`config.mk`:
```
export PLATFORM = sky130hd
export DESIGN_NAME = beq_coef_ram
export DESIGN_NICKNAME = d
export VERILOG_FILES = /design/src/sv/beq_pkg.sv /design/src/sv/beq_coef_ram.sv
export SDC_FILE = /design/constraint.sdc
export NUM_CORES = 2
export LEC_CHECK = 0
export BUFFER_PORTS_ARGS = -buffer_cell sky130_fd_sc_hd__buf_2
export CORE_ASPECT_RATIO = 0.5
export CORE_MARGIN = 5
export CORE_UTILIZATION = 46
export DETAILED_ROUTE_END_ITERATION = 12
export SYNTH_ARGS = -nofsm -noshare
export SYNTH_HDL_FRONTEND = slang
export SYNTH_SLANG_ARGS = --single-unit
```
`constraint.sdc`:
```
create_clock -name clk -period 4 [get_ports clk]
set_clock_uncertainty 0.2 [all_clocks]
set_input_delay 0.4 -clock clk [delete_from_list [all_inputs] [get_ports clk]]
set_output_delay 0.4 -clock clk [all_outputs]
set_load 0.03 [all_outputs]
```
`src/sv/beq_pkg.sv`:
```
// Shared types, constants and arithmetic helpers for the biquad cascade equalizer.
// No dependencies; every other file of the block imports this package.
`timescale 1ns / 1ps
`default_nettype none

package beq_pkg;

  // default configuration
  localparam int NUM_NODES_DEF  = 8;
  localparam int CUT_STAGES_DEF = 2;

  // field widths
  localparam int MASK_W    = 8;
  localparam int REQ_W     = 2;
  localparam int SAMPLE_W  = 24;
  localparam int STIDX_W   = 4;
  localparam int SEL_W     = 3;
  localparam int COEF_W    = 32;
  localparam int CFG_IDX_W = 2;
  localparam int NUM_COEFS = 5;

  // datapath widths
  localparam int PROD_W = 64;   // coefficient times operand
  localparam int RND_W  = 54;   // product rounded to Q.40
  localparam int ACC_W  = 56;   // partial sums of z1/z2
  localparam int SUM_W  = 57;   // sums ahead of saturation
  localparam int Z_W    = 48;   // delay state
  localparam int Y_W    = 32;   // stage output, Q8.23

  // request codes
  localparam logic [REQ_W-1:0] REQ_SAMPLE = 2'd0;
  localparam logic [REQ_W-1:0] REQ_COEF   = 2'd1;
  localparam logic [REQ_W-1:0] REQ_CLEAR  = 2'd2;

  // coefficient select codes
  localparam logic [SEL_W-1:0] COEF_B0 = 3'd0;
  localparam logic [SEL_W-1:0] COEF_B1 = 3'd1;
  localparam logic [SEL_W-1:0] COEF_B2 = 3'd2;
  localparam logic [SEL_W-1:0] COEF_A1 = 3'd3;
  localparam logic [SEL_W-1:0] COEF_A2 = 3'd4;

  // configuration register indexes
  localparam logic [CFG_IDX_W-1:0] CFG_NODE_MASK = 2'd0;
  localparam logic [CFG_IDX_W-1:0] CFG_LOW_CUT   = 2'd1;
  localparam logic [CFG_IDX_W-1:0] CFG_HIGH_CUT  = 2'd2;

  typedef enum logic [2:0] {
    S_IDLE,
    S_PRIME,
    S_RUN,
    S_DRAIN,
    S_FINISH
  } beq_state_t;

  // one phase per multiply of a stage
  typedef enum logic [2:0] {
    PH_B0,
    PH_B1,
    PH_A1,
    PH_B2,
    PH_A2
  } beq_phase_t;

  typedef enum logic [2:0] {
    DP_NONE,
    DP_Y,
    DP_LOAD,
    DP_SUB,
    DP_Z1
  } beq_dp_op_t;

  typedef struct packed {
    beq_dp_op_t op;
    logic       mul_y;    // multiply by y instead of x
    logic       wr_z2;    // write z2 of the previous stage
    logic       x_adv;    // stage output becomes next stage input
    logic       load_x;   // take the new sample
    logic       clear_z;  // zero all delay state
  } beq_ctrl_t;

  // floor((p + 2^9) / 2^10)
  function automatic logic signed [RND_W-1:0] round10(input logic signed [PROD_W-1:0] p);
    logic signed [PROD_W-1:0] t;
    t = p + PROD_W'(512);
    return t[PROD_W-1:10];
  endfunction

  // saturate to the signed 48-bit range
  function automatic logic signed [Z_W-1:0] sat48(input logic signed [SUM_W-1:0] v);
    logic [SUM_W-Z_W:0] upper;
    upper = v[SUM_W-1:Z_W-1];
    if ((&upper) || (~|upper)) begin
      return v[Z_W-1:0];
    end else if (v[SUM_W-1]) begin
      return {1'b1, {(Z_W-1){1'b0}}};
    end else begin
      return {1'b0, {(Z_W-1){1'b1}}};
    end
  endfunction

  // floor((a + 2^16) / 2^17), Q7.40 to Q8.23
  function automatic logic signed [Y_W-1:0] y_round(input logic signed [Z_W-1:0] a);
    logic signed [Z_W:0] t;
    t = $signed({a[Z_W-1], a}) + $signed((Z_W+1)'(65536));
    return t[Z_W:17];
  endfunction

endpackage

`default_nettype wire

```
`src/sv/beq_coef_ram.sv`:
```
// Coefficient store: five words per stage, one write and one registered read a cycle.
// Depends on beq_pkg.
`timescale 1ns / 1ps
`default_nettype none

module beq_coef_ram import beq_pkg::*; #(
  parameter int DEPTH = (NUM_NODES_DEF + 2 * CUT_STAGES_DEF) * NUM_COEFS
) (
  input  wire logic                       clk,
  input  wire logic                       wr_en,
  input  wire logic [$clog2(DEPTH)-1:0]   wr_addr,
  input  wire logic signed [COEF_W-1:0]   wr_data,
  input  wire logic [$clog2(DEPTH)-1:0]   rd_addr,
  output logic signed [COEF_W-1:0]        rd_data
);

  logic signed [COEF_W-1:0] mem [DEPTH];

  always_ff @(posedge clk) begin
    if (wr_en) begin
      mem[wr_addr] <= wr_data;
    end
  end

  always_ff @(posedge clk) begin
    rd_data <= mem[rd_addr];
  end

endmodule

`default_nettype wire

```
# Word-level counts from Yosys, hierarchy flattened
# Memories as Yosys holds them, arrays and structs flattened. A register that Yosys moved wholly into a read port is not among the register bits.
# Index checks and enable logic that the tools add are counted.
dict set report word_totals {
  mem_bits_rw 1920
  output_inout_bits 32
  reg_bits 0
  elab_cells 3
  in_bits 46
  memories 1
}
# memory depth width rd rd_clocked_by_memory_dff write_ports line
set mem_list {}
lappend mem_list {mem 60 32 1 1 1 beq_coef_ram.sv:17} ;# logic signed [COEF_W-1:0] mem [DEPTH];
dict set report classes {
  muxes 2
}
# op count
set op_table {}
lappend op_table {{1-bit 2-to-1 mux} 2}

# Depth between registers and ports, before layout
dict set report logic_depth {
  depth_word 2
  mapped_depth 10
  mapped_depth_nobuf 5
}

# Least setup slack after synthesis
# OpenSTA, ideal clock, no wires.
dict set report synth_path {
  path_type {input port to flip-flop}
  start {input wr_addr[4]}
  end {memory mem[32][0] (enable)}
  setup_slack_ns 0.261
  t_arrival_ns 3.078
  path_stages 4
  n_path_buf 1
  t_required_ns 3.339
  setup_time_ns 0.461
  cell_sequence {clkbuf_1 > nor2_1 > nand4b_1 > nor3_1}
}
# element line
set synth_lines {}
lappend synth_lines {{from (decl)} beq_coef_ram.sv:11} ;# input wire logic [$clog2(DEPTH)-1:0] wr_addr,
lappend synth_lines {{to (decl)} beq_coef_ram.sv:17}
# Straight into the memory's write port.

==> impl_results.md <==
- Crit path max fanout: 27
- Synth unique cells: 38
- Core area: 0.159 mm²
- Syn nets: ~3,300
- Async SR Flop Fraction: 0
- Post-Syn Instances: approximately 3,300
- First-pass GRT wire length: between 200,000 and 300,000 µm
- Post-CTS Resized: 0
- Clock Path Buffers: 3
- Tmin final: approximately 2.4 ns
- Max transition margin: 0.223
- Period utilization: 0.609
- DRT Pass-1 Iters: 7
- Crit path kind: input pin to flip-flop
- Power density cells: 490 mW/mm²
- Initial DRC count: between 4,000 and 5,000
- Synthesized cell area: about 0.074 mm²
- FP Rows: 103
- CTS H-tree depth: 4
- DRT Wirelength: 189,000 µm
- Chip width: 576 µm
- IO Pins: 78
- TritonCTS buffer count: between 150 and 200
- Vias in the first global route: roughly 36,000
- Nets@finish: around 3,500
- Hpwl dp: roughly 110,000 µm
- Beginning of the worst hold path: wr_data[9]
- Max Cap Violations: 0
- Synthesized flop and latch total: between 1,500 and 2,000
- Fin Setup TNS: 0 ns
- Hold buffers post-CTS: 2
- Ratio of cells with drive above 1 in the final layout: 0.285
- RSZ-0062 raised after global routing: no
- Mean Syn Cell Area: around 23 µm²
- R2R Setup Slk: about 1.7 ns
- Fmax: 410 MHz
- WP data arrival: between 2 and 3 ns
- Final setup fails: 0
- I/O Buffers: 77
- Drt drc: 0
- Area delta synth->final: 13.3%
- Post-synthesis sequential area ratio: 0.790
- Antenna Violating Nets Remaining: 0
- Fin cells: ~5,800
- Max-slew violations: 0
- Outcome: finished, final reports clean
- Post-CTS Setup Inserts: 0
- Placed cell count: 5,471
- Clk_lat worst skew: ~0.80 ns
- GPL Wtd Cong: between 0.7 and 0.8
- Die ar.: 0.169 mm²
- Worst reg2reg startpoint: mem[24][21]
- Final total power: a little over 40,000 µW
- Data required, critical path: around 4.5 ns
- Leak: 0.0260 µW
- Pin count of the biggest net entering global routing: a little under 90
- CP Capture Type: flip-flop
- Vias: around 36,000
- CTS root buffer: clkbuf_16
- Startpoint Class: input pin
- Slew @ Worst Pin: approximately 1.2 ns
- Die Span Y: around 290 µm
- Worst-path clk slew: about 0.060 ns
- CTS tree: built
- Top FF cell, synth: edfxtp_1
- Warnings, synthesis: 0
- Initial antenna violation count: 9
- Setup crit start: rd_addr[2]
- Hold Fails Final Rpt: 0
- Min-Delay Path Class: input pin to flip-flop
- Post-synth EDFFs: approximately 1,900
- Tot GR Track Use: 0.224
- GRT overflow: 0
- Avg WL per Cell: 32.6 µm
- Vias per cell: 6.16
- Total clock sinks: ~2,000
- Maximum VDD drop: approximately 0.33 mV
- Initial cell density of the core: 0.465
[cell usage after synthesis, drive strengths merged (2+ instances only)]
library cell     n  area [µm²]
nand2           62         233
dfxtp           32         641
nand4            2        12.5
o21a            19         143
o21ai           83         415
nor2            86         323
a21oi           45         225
edfxtp        1920       57700
nand3b           3        22.5
nand2b           3        18.8
nor3             2        10.0
a22oi          109         818
a221oi          19         166
a31o            13         114
mux2i           38         380
and3            19         119
o211a           19         190
clkbuf          91         342
mux4           461       10400
nand3           43         215
a22o            26         228
or3b             2        17.5
and2             4        25.0
nor2b            8        50.1
o211ai          32         240
buf             98         666
inv              3        11.3
a31oi           19         119
[report_power, final]
| part | leakage (µW) | total, µW | internal (µW) | switching (µW) |
|---|---|---|---|---|
| clock | 0.00266 | 16200 | 8880 | 7310 |
| combinational | 0.00579 | 2080 | 745 | 1340 |
| sequential | 0.0175 | 22700 | 22600 | 86.0 |
[cell families after synthesis]
group	synth area share
AND/OR/NAND/NOR	0.0145
AO/OA/AOI/OAI	0.0360
buffers and inverters	0.0138
flip-flops	0.790
multiplexers	0.146
[area by class of cell]
class                      count  area, µm²
tap                         2152       2690
inverter                       3       11.3
multi-input combinational   1120      15000
antenna                        5       12.5
fill                       12100      75000
clock buffer                 219       4560
sequential                  1952      58300
timing repair buffer         247       2190
clock inverter                93        856
[sequential cells by signal, indices dropped and copies added, names as in the netlist]
register and flops:
mem 1920, rd_data 32
[critical path, stage by stage]
cell and delay, ns:
buf_4 0.26, buf_4 0.31, nor2b_4 0.75, buf_4 0.29, a22oi_1 0.08, a21oi_1 0.55
a21oi_1 0.08, o211ai_1 0.18
[placed cells by master (no fill, tap or decap), types with 12 or more instances in the layout]
cell and instances:
o211a_1 19, buf_4 129, a21oi_1 45, mux4_2 461
clkbuf_1 41, o21a_1 19, and3_1 19, a31oi_1 19
mux2i_1 38, bufinv_16 12, dfxtp_1 32, o21ai_0 65
a22o_1 26, a31o_2 13, edfxtp_1 1920, o211ai_1 32
buf_12 40, buf_2 73, nand3_1 43, a22oi_1 109
nor2_1 24, nor2_4 61, clkinv_1 29, a221oi_1 19
nand2_1 62, clkinv_2 36, clkbuf_16 174, o21ai_1 18
[path summary, 6_finish.rpt]
check,to,depth (start not counted)
setup / recovery,rd_data[14],8
hold / removal,mem[13][9],2
setup reg to reg,rd_data[21],4
hold reg to reg,rd_data[10],4
[per-stage QoR]
| step | cell area (µm²) | setup slack, ns | hold WS [ns] | util |
|---|---|---|---|---|
| global placement | 78200 | 0.718 | 0.596 | 0.493 |
| floorplan | 73800 | 0.261 | 0.299 | - |
| detailed placement | 78200 | 0.739 | 0.602 | 0.493 |
| global route | 83600 | 1.52 | 0.0883 | 0.527 |
| finish | 83600 | 1.56 | 0.0994 | 0.527 |
| CTS | 83600 | 1.61 | 0.00126 | 0.527 |
[per-layer routing]
metal / GRT usage / routed length [µm] / share of wire / vias to the layer above
met5: 0 / 0 / 0 / -
met4: 0.0588 / 4420 / 0.023 / 0
met3: 0.0405 / 15300 / 0.081 / 241
met2: 0.349 / 89000 / 0.47 / 1623
met1: 0.331 / 80300 / 0.42 / 19500
li1: - / - / - / 14400
No activity file was read; power rests on OpenSTA's default activity.
