### src/sv/beq_pkg.sv
// Shared types, constants and arithmetic helpers for the biquad cascade equalizer.
// No dependencies; every other file of the block imports this package.
`timescale 1ns / 1ps
`default_nettype none

package beq_pkg;

  // default configuration
  localparam int NUM_NODES_DEF  = 8;
  localparam int CUT_STAGES_DEF = 2;

  // field widths
  localparam int MASK_W    = 8;
  localparam int REQ_W     = 2;
  localparam int SAMPLE_W  = 24;
  localparam int STIDX_W   = 4;
  localparam int SEL_W     = 3;
  localparam int COEF_W    = 32;
  localparam int CFG_IDX_W = 2;
  localparam int NUM_COEFS = 5;

  // datapath widths
  localparam int PROD_W = 64;   // coefficient times operand
  localparam int RND_W  = 54;   // product rounded to Q.40
  localparam int ACC_W  = 56;   // partial sums of z1/z2
  localparam int SUM_W  = 57;   // sums ahead of saturation
  localparam int Z_W    = 48;   // delay state
  localparam int Y_W    = 32;   // stage output, Q8.23

  // request codes
  localparam logic [REQ_W-1:0] REQ_SAMPLE = 2'd0;
  localparam logic [REQ_W-1:0] REQ_COEF   = 2'd1;
  localparam logic [REQ_W-1:0] REQ_CLEAR  = 2'd2;

  // coefficient select codes
  localparam logic [SEL_W-1:0] COEF_B0 = 3'd0;
  localparam logic [SEL_W-1:0] COEF_B1 = 3'd1;
  localparam logic [SEL_W-1:0] COEF_B2 = 3'd2;
  localparam logic [SEL_W-1:0] COEF_A1 = 3'd3;
  localparam logic [SEL_W-1:0] COEF_A2 = 3'd4;

  // configuration register indexes
  localparam logic [CFG_IDX_W-1:0] CFG_NODE_MASK = 2'd0;
  localparam logic [CFG_IDX_W-1:0] CFG_LOW_CUT   = 2'd1;
  localparam logic [CFG_IDX_W-1:0] CFG_HIGH_CUT  = 2'd2;

  typedef enum logic [2:0] {
    S_IDLE,
    S_PRIME,
    S_RUN,
    S_DRAIN,
    S_FINISH
  } beq_state_t;

  // one phase per multiply of a stage
  typedef enum logic [2:0] {
    PH_B0,
    PH_B1,
    PH_A1,
    PH_B2,
    PH_A2
  } beq_phase_t;

  typedef enum logic [2:0] {
    DP_NONE,
    DP_Y,
    DP_LOAD,
    DP_SUB,
    DP_Z1
  } beq_dp_op_t;

  typedef struct packed {
    beq_dp_op_t op;
    logic       mul_y;    // multiply by y instead of x
    logic       wr_z2;    // write z2 of the previous stage
    logic       x_adv;    // stage output becomes next stage input
    logic       load_x;   // take the new sample
    logic       clear_z;  // zero all delay state
  } beq_ctrl_t;

  // floor((p + 2^9) / 2^10)
  function automatic logic signed [RND_W-1:0] round10(input logic signed [PROD_W-1:0] p);
    logic signed [PROD_W-1:0] t;
    t = p + PROD_W'(512);
    return t[PROD_W-1:10];
  endfunction

  // saturate to the signed 48-bit range
  function automatic logic signed [Z_W-1:0] sat48(input logic signed [SUM_W-1:0] v);
    logic [SUM_W-Z_W:0] upper;
    upper = v[SUM_W-1:Z_W-1];
    if ((&upper) || (~|upper)) begin
      return v[Z_W-1:0];
    end else if (v[SUM_W-1]) begin
      return {1'b1, {(Z_W-1){1'b0}}};
    end else begin
      return {1'b0, {(Z_W-1){1'b1}}};
    end
  endfunction

  // floor((a + 2^16) / 2^17), Q7.40 to Q8.23
  function automatic logic signed [Y_W-1:0] y_round(input logic signed [Z_W-1:0] a);
    logic signed [Z_W:0] t;
    t = $signed({a[Z_W-1], a}) + $signed((Z_W+1)'(65536));
    return t[Z_W:17];
  endfunction

endpackage

`default_nettype wire

### src/sv/beq_seq.sv
// Sequencer: request decode, stage walk over enabled stages, five multiply phases per stage.
// Depends on beq_pkg; drives beq_dp and beq_coef_ram.
`timescale 1ns / 1ps
`default_nettype none

module beq_seq import beq_pkg::*; #(
  parameter int NUM_NODES  = NUM_NODES_DEF,
  parameter int CUT_STAGES = CUT_STAGES_DEF,
  parameter int NUM_STAGES = NUM_NODES + 2 * CUT_STAGES,
  parameter int ADDR_W     = $clog2(NUM_STAGES * NUM_COEFS)
) (
  input  wire logic                           clk,
  input  wire logic                           rst_n,
  input  wire logic                           in_valid,
  input  wire logic [REQ_W-1:0]               in_req,
  input  wire logic [STIDX_W-1:0]             in_stage,
  input  wire logic [SEL_W-1:0]               in_sel,
  input  wire logic [MASK_W-1:0]              node_mask,
  input  wire logic                           low_cut,
  input  wire logic                           high_cut,
  input  wire logic                           out_free,
  output logic                                in_ready,
  output beq_ctrl_t                           ctrl,
  output logic [$clog2(NUM_STAGES)-1:0]       stage_idx,
  output logic [$clog2(NUM_STAGES)-1:0]       prev_idx,
  output logic [ADDR_W-1:0]                   rd_addr,
  output logic                                wr_en,
  output logic [ADDR_W-1:0]                   wr_addr,
  output logic                                res_sample,
  output logic                                out_load
);

  localparam int STAGE_W = $clog2(NUM_STAGES);

  beq_state_t         state_r, state_nxt;
  beq_phase_t         phase_r, phase_nxt;
  logic [STAGE_W-1:0] s_r, s_nxt;
  logic [STAGE_W-1:0] prev_r, prev_nxt;
  logic               pend_r, pend_nxt;
  logic               res_r, res_nxt;

  logic [NUM_STAGES-1:0] en;
  logic                  nxt_found;
  logic [STAGE_W-1:0]    nxt_idx;

  function automatic logic [ADDR_W-1:0] caddr(input logic [STAGE_W-1:0] st,
                                              input logic [SEL_W-1:0] sel);
    return ADDR_W'(int'(st) * NUM_COEFS + int'(sel));
  endfunction

  // stage enables: nodes, then low-cut, then high-cut
  for (genvar gi = 0; gi < NUM_STAGES; gi++) begin : g_en
    if (gi < NUM_NODES) begin : g_node
      if (gi < MASK_W) begin : g_bit
        assign en[gi] = node_mask[gi];
      end else begin : g_none
        assign en[gi] = 1'b0;
      end
    end else if (gi < NUM_NODES + CUT_STAGES) begin : g_low
      assign en[gi] = low_cut;
    end else begin : g_high
      assign en[gi] = high_cut;
    end
  end

  // first enabled stage (from zero in PRIME, above the current one otherwise)
  always_comb begin
    nxt_found = 1'b0;
    nxt_idx   = '0;
    for (int i = NUM_STAGES - 1; i >= 0; i--) begin
      if (en[i] && ((state_r == S_PRIME) || (STAGE_W'(i) > s_r))) begin
        nxt_found = 1'b1;
        nxt_idx   = STAGE_W'(i);
      end
    end
  end

  always_comb begin
    state_nxt = state_r;
    phase_nxt = phase_r;
    s_nxt     = s_r;
    prev_nxt  = prev_r;
    pend_nxt  = pend_r;
    res_nxt   = res_r;
    case (state_r)
      S_IDLE: begin
        if (in_valid) begin
          res_nxt   = (in_req == REQ_SAMPLE);
          state_nxt = (in_req == REQ_SAMPLE) ? S_PRIME : S_FINISH;
        end
      end
      S_PRIME: begin
        pend_nxt = 1'b0;
        if (nxt_found) begin
          s_nxt     = nxt_idx;
          phase_nxt = PH_B0;
          state_nxt = S_RUN;
        end else begin
          state_nxt = S_FINISH;
        end
      end
      S_RUN: begin
        case (phase_r)
          PH_B0: phase_nxt = PH_B1;
          PH_B1: phase_nxt = PH_A1;
          PH_A1: phase_nxt = PH_B2;
          PH_B2: phase_nxt = PH_A2;
          PH_A2: begin
            prev_nxt = s_r;
            pend_nxt = 1'b1;
            if (nxt_found) begin
              s_nxt     = nxt_idx;
              phase_nxt = PH_B0;
            end else begin
              state_nxt = S_DRAIN;
            end
          end
          default: phase_nxt = PH_B0;
        endcase
      end
      S_DRAIN: state_nxt = S_FINISH;
      S_FINISH: begin
        if (out_free) begin
          state_nxt = S_IDLE;
        end
      end
      default: state_nxt = S_IDLE;
    endcase
  end

  always_comb begin
    ctrl     = '{op: DP_NONE, default: 1'b0};
    in_ready = 1'b0;
    wr_en    = 1'b0;
    out_load = 1'b0;
    rd_addr  = caddr(s_r, COEF_B0);
    case (state_r)
      S_IDLE: begin
        in_ready     = 1'b1;
        ctrl.load_x  = in_valid && (in_req == REQ_SAMPLE);
        ctrl.clear_z = in_valid && (in_req == REQ_CLEAR);
        wr_en        = in_valid && (in_req == REQ_COEF) && (int'(in_stage) < NUM_STAGES)
                       && (int'(in_sel) < NUM_COEFS);
      end
      S_PRIME: rd_addr = caddr(nxt_idx, COEF_B0);
      S_RUN: begin
        case (phase_r)
          PH_B0: begin
            ctrl.wr_z2 = pend_r;
            rd_addr    = caddr(s_r, COEF_B1);
          end
          PH_B1: begin
            ctrl.op = DP_Y;
            rd_addr = caddr(s_r, COEF_A1);
          end
          PH_A1: begin
            ctrl.op    = DP_LOAD;
            ctrl.mul_y = 1'b1;
            rd_addr    = caddr(s_r, COEF_B2);
          end
          PH_B2: begin
            ctrl.op = DP_SUB;
            rd_addr = caddr(s_r, COEF_A2);
          end
          PH_A2: begin
            ctrl.op    = DP_Z1;
            ctrl.mul_y = 1'b1;
            ctrl.x_adv = 1'b1;
            rd_addr    = caddr(nxt_idx, COEF_B0);
          end
          default: ctrl.op = DP_NONE;
        endcase
      end
      S_DRAIN:  ctrl.wr_z2 = 1'b1;
      S_FINISH: out_load = out_free;
      default:  in_ready = 1'b0;
    endcase
  end

  always_ff @(posedge clk) begin
    if (!rst_n) begin
      state_r <= S_IDLE;
      phase_r <= PH_B0;
      s_r     <= '0;
      prev_r  <= '0;
      pend_r  <= 1'b0;
      res_r   <= 1'b0;
    end else begin
      state_r <= state_nxt;
      phase_r <= phase_nxt;
      s_r     <= s_nxt;
      prev_r  <= prev_nxt;
      pend_r  <= pend_nxt;
      res_r   <= res_nxt;
    end
  end

  assign wr_addr    = ADDR_W'(int'(in_stage) * NUM_COEFS + int'(in_sel));
  assign stage_idx  = s_r;
  assign prev_idx   = prev_r;
  assign res_sample = res_r;

endmodule

`default_nettype wire

### config.mk
export PLATFORM = sky130hd
export DESIGN_NAME = beq_seq
export DESIGN_NICKNAME = d
export VERILOG_FILES = /design/src/sv/beq_pkg.sv /design/src/sv/beq_seq.sv
export SDC_FILE = /design/constraint.sdc
export NUM_CORES = 1
export LEC_CHECK = 0
export BUFFER_PORTS_ARGS = -buffer_cell sky130_fd_sc_hd__buf_2
export CAP_MARGIN = 0
export CORE_UTILIZATION = 58
export DETAILED_ROUTE_END_ITERATION = 8
export PLACE_DENSITY_LB_ADDON = 0.12
export SYNTH_ARGS = -nofsm -noshare
export SYNTH_HDL_FRONTEND = slang
export SYNTH_SLANG_ARGS = --single-unit
### constraint.sdc
create_clock -name clk -period 5.9 [get_ports clk]
set_input_delay 0.295 -clock clk [delete_from_list [all_inputs] [get_ports clk]]
set_output_delay 0.295 -clock clk [all_outputs]
set_load 0.005 [all_outputs]
* Yosys cells after proc, flatten, opt, wreduce, memory -nomap -nowiden *
Cells that the tools add are included.

word-level totals
  flip-flop bits (word level) = 16
  word-level logic and storage cells = 132

operators by class
  reductions and logical operators = 38
  $mul = 3
  mux-type cells = 52
  add/subtract/negate cells = 5
  equal/unequal tests = 14
  $lt $le $gt $ge = 14

operators with widths
  cell                 count
  $mux 4               15
  $pmux 3 s5           2
  $pmux 6 s5           1
  $mux 3               7
  $mux 1               20
  $add 6x3->6 const B  3
  $mul 4x3->6 const B  3
  $logic_and 1x1->1    17
  $gt 3x4->1 const A   4
  $gt 4x4->1 const A   4
  $eq 3x2->1 const B   4
  $logic_or 1x1->1     12
  $pmux 3 s4           1
  $pmux 6 s2           1
  $gt 1x4->1 const A   2
  $gt 2x4->1 const A   2
  $pmux 4 s2           1
  $add 6x2->6 const B  1
  $add 6x3->6          1
  $eq 3x1->1 const B   2
  $eq 3x3->1 const B   2
  $logic_not 3->1      2
  $ne 2x2->1 const B   3
  $pmux 3 s2           1
  other kinds (12)     15

* Depth between registers and ports, before layout *
  word-level depth = 18
  gate-level depth with buffers = 15
  gate-level depth less buffers = 13

* Worst setup path after synthesis *
Ideal clock, no wire load.

  path type = register to output
  start point = register s_r[1] (netlist: stage_idx[1])
  end point = output port rd_addr[4]
  path slack = 2.944 ns
  arrival = 2.661 ns
  data required time = 5.605 ns
  path buffers = 2
  cell stages (with the launch flop) = 14
  cell sequence = dfxtp_1 buf_2 buf_1 o21ai_0 o21ai_0 o21ai_0 o2111ai_1 o221ai_1 inv_1 ha_1 ha_1 inv_1 fa_1 o211ai_1

on the way
  longest elaborated chain between the ends = 18
  elaborated cells between the ends (all ways) = 56
  classes of those cells = 4 x add/sub; 2 x mul; 12 x order compare; 14 x mux; 24 x reduce/logical

ends and longest elaborated chain
  what                      line            RTL
  start: declaration        beq_seq.sv:37   logic [STAGE_W-1:0] s_r, s_nxt;
  start signal: assignment  beq_seq.sv:191  s_r <= s_nxt;
  $gt 4x4->1                beq_seq.sv:71   if (en[i] && ((state_r == S_PRIME) || (STAGE_W'(i) > s_r))) begin
  $logic_or 1x1->1          beq_seq.sv:71
  $logic_and 1x1->1         beq_seq.sv:71
  $mux 4 (11 in series)     beq_seq.sv:71
  $mux 4 *                  beq_seq.sv:71
  named net nxt_idx[1]      beq_seq.sv:44   logic [STAGE_W-1:0] nxt_idx;
  $mul 4x3->6 *             beq_seq.sv:48   return ADDR_W'(int'(st) * NUM_COEFS + int'(sel));
  $pmux 6 s5                beq_seq.sv:147  case (phase_r)
  $pmux 6 s2 *              beq_seq.sv:137  case (state_r)
  end: declaration          beq_seq.sv:26   output logic [ADDR_W-1:0] rd_addr,

Mark *: on every way through the listed nets, which the timed path passes. The rest lies on a longest branch.

* Final worst setup path *
  start point = register s_r[1] (netlist: stage_idx[1])
  end point = output port rd_addr[3]

Same word-level chain as after synthesis.

==> impl_metrics.env <==
export IMPL_cts_root_buffer="clkbuf_4"
export IMPL_path_cells="o21ba_2 > o21ai_1 > o21ai_0 > nor4_2 > ha_1 > ha_1 > a2bb2oi_1 > o32ai_1 > a21oi_1 > o211ai_1 > nand2_1 > buf_2"
export IMPL_routedWlPerCell_um=14.2
export IMPL_cts_tree="built"
export IMPL_hp_start="in_req[1]"
export IMPL_finalClockSkew_ns=0.00215
export IMPL_clkLatencyLatePin_ns=0.28
export IMPL_cts_buffer_depth=2
export IMPL_postCtsHoldBufs=0
export IMPL_synthCells=267
export IMPL_drive_above_1_share_pct=21.8
export IMPL_cts_max_level=1
export IMPL_critPathLaunch="stage_idx[1]$_SDFFE_PN0P_"
export IMPL_portBuffers=54
export IMPL_dpl_hpwl_um=3690
export IMPL_postRouteAntennaNets=0
export IMPL_status="finished, final reports clean"
export IMPL_startpoint_type="flop"
export IMPL_syn_nets=314
export IMPL_vias=2143
export IMPL_fmax_ghz=0.254
export IMPL_grt_usage_pct=26.5
export IMPL_synth_cell_types=61
export IMPL_synth_area_per_cell_um2=7.79
export IMPL_rows=21
export IMPL_nNetsFinal=355
export IMPL_grt_max_degree=27
export IMPL_wl_um=5000
export IMPL_coreArea_um2=3390
export IMPL_cap_viol_max_count=0
export IMPL_cts_sinks=16
export IMPL_synth_seq_area_share_pct=15.4
export IMPL_setup_violations=0
export IMPL_overflow=0
export IMPL_end_kind="output port"
export IMPL_arrival_ns=3.64
export IMPL_netlist_area_um2=2080
export IMPL_post_route_period_util_pct=66.7
export IMPL_fin_crit_ns=3.94
export IMPL_syn_to_final_growth_pct=13.0
export IMPL_critPathRequiredTime_ns=5.61
export IMPL_hold_violations=0
export IMPL_netlist_top_cell_by_area="dfxtp_1"
export IMPL_drc_errors=0
export IMPL_p_leak_nw=1.10
export IMPL_total_power_mw=0.277
export IMPL_peakVddDrop_v=0.000138
export IMPL_die_area_um2=3830
export IMPL_fp_dieH_um=61.9
export IMPL_p_per_area_nw_per_um2=118
export IMPL_cts_setup_buffers=0
export IMPL_pre_cts_slack_ns=2.32
export IMPL_fin_util_pct=69.4
export IMPL_drt_iter0_markers=140
export IMPL_fin_ws_ns=1.96
export IMPL_gp_congestion=0.862
export IMPL_antennaDiodeCount=0
export IMPL_ys_seq_elements=16
export IMPL_dpl_cell_area_um2=2320
export IMPL_synth_edf_count=0
export IMPL_drt_vias_per_instance=6.07
export IMPL_max_slew_margin_pct=37.9
export IMPL_grt_pass1_wl_um=7600
export IMPL_async_flop_share_pct=0
export IMPL_cts_buffers=3
export IMPL_worst_pin_slew_ns=0.930
export IMPL_synth_top_area_share_pct=15.4
export IMPL_setup_tns_ns=0
export IMPL_grt_pass1_vias=1692
export IMPL_synth_main_ff_cell="dfxtp_1"
export IMPL_crit_path_top_delay_cell="dfxtp_1"
export IMPL_synth_area_leaders="dfxtp_1 15%, ha_1 12%, a21oi_1 6.7%"
export IMPL_cp_slowest_stage_delay_ns=0.94
export IMPL_drv_slew=0
export IMPL_critical_path_most_common_cell="ha_1"
export IMPL_timing_rr_start="stage_idx[1]$_SDFFE_PN0P_"
export IMPL_drtPass1Iterations=4
export IMPL_synth_warnings=0
export IMPL_n_fill_cell=309
export IMPL_cp_max_fo=26
export IMPL_grt_setup_unrepaired="false"
export IMPL_post_cts_resize_count=0
export IMPL_io_pins=55
export IMPL_critPathKind="flop to output port"
export IMPL_path_clk_slew_ns=0.08
export IMPL_die_width_um=61.9
export IMPL_hold_class="primary input to flop"
export IMPL_fin_area_um2=2350
export IMPL_start_util_pct=61.4
export IMPL_antenna_found_initial=0
-- Yosys cell counts, drive strengths merged (4+ instances only) --
master and count:
a21oi 29, o21ai 21, ha 20, nor2 19, nand2 17, dfxtp 16, buf 10, inv 10
nor2b 10, clkbuf 8, nor3 8, mux2i 7, xor2 7, nor3b 5, a21o 4, a31oi 4
fa 4, nand3 4, o211ai 4, o22ai 4, or3 4, xnor2 4
-- area by class of cell --
cell class	instances	area, um2	share of cell area (%)
timing repair buffer	54	270	11.5
multi-input combinational	223	1630	69.3
inverter	10	37.5	1.60
sequential	16	320	13.6
clock buffer	4	36.3	1.54
tap	46	57.6	2.45
-- worst max-delay path, delay by kind of cell, from the launching register on --
kind / cells / cell delay (ns)
AO/OA/AOI/OAI: 7 / 1.16
flip-flops: 1 / 0.94
adder cells (fa/ha/maj): 2 / 0.61
AND/OR/NAND/NOR: 2 / 0.54
buffers and inverters: 1 / 0.11
-- path summary, 6_finish.rpt --
kind	endpoint	slack, ns	depth (start not counted)
max	rd_addr[3]	1.96	12
min	res_sample$_SDFFE_PN0P_	0.38	4
max reg2reg	state_r[2]$_SDFFE_PN0P_	3.47	6
min reg2reg	pend_r$_SDFFE_PN0P_	0.47	2
-- logic make-up after synthesis --
| logic type | after synthesis | share of synthesized area [%] |
|---|---|---|
| AO/OA/AOI/OAI | 95 | 30.5 |
| AND/OR/NAND/NOR | 86 | 23.9 |
| buffers and inverters | 28 | 6.25 |
| adder cells (fa/ha/maj) | 24 | 15.9 |
| flip-flops | 16 | 15.4 |
| XOR/XNOR | 11 | 4.63 |
| multiplexers | 7 | 3.37 |
-- registers in the layout, summed over array words and instances, names as in the netlist --
name and flops:
pend_r 1, phase_r 3, prev_idx 4, res_sample 1, stage_idx 4, state_r 3
-- where the power goes --
part | switching (mW) | leakage [nW] | internal (mW)
clock network | 0.0319 | 0.0210 | 0.0375
logic | 0.0479 | 0.947 | 0.0441
registers | 0.00580 | 0.129 | 0.110
total | 0.0856 | 1.10 | 0.191
-- per-layer routing --
layer  track usage, %  wire, um  vias to the layer above
li1                 -         -                     1078
met1             37.3      2380                      982
met2             43.9      2340                       81
met3             2.69       273                        2
met4             5.40         5                        0
met5                0         0                        -
-- layout by cell type, fill, tap and decap left out, types with 7 or more instances in the layout --
cell,instances
dfxtp_1,16
ha_1,20
buf_2,54
nor2_1,19
nand2_1,17
mux2i_1,7
nor2b_1,10
nor3_1,7
inv_1,10
a21oi_1,28
xor2_1,7
o21ai_0,18
-- stage by stage --
step	cells	hold slack, ns
after floorplan	267	0.444
after global placement	349	0.456
after detailed placement	349	0.462
after CTS	353	0.381
after global routing	353	0.376
final	353	0.383
(Power assumes the default switching activity.)
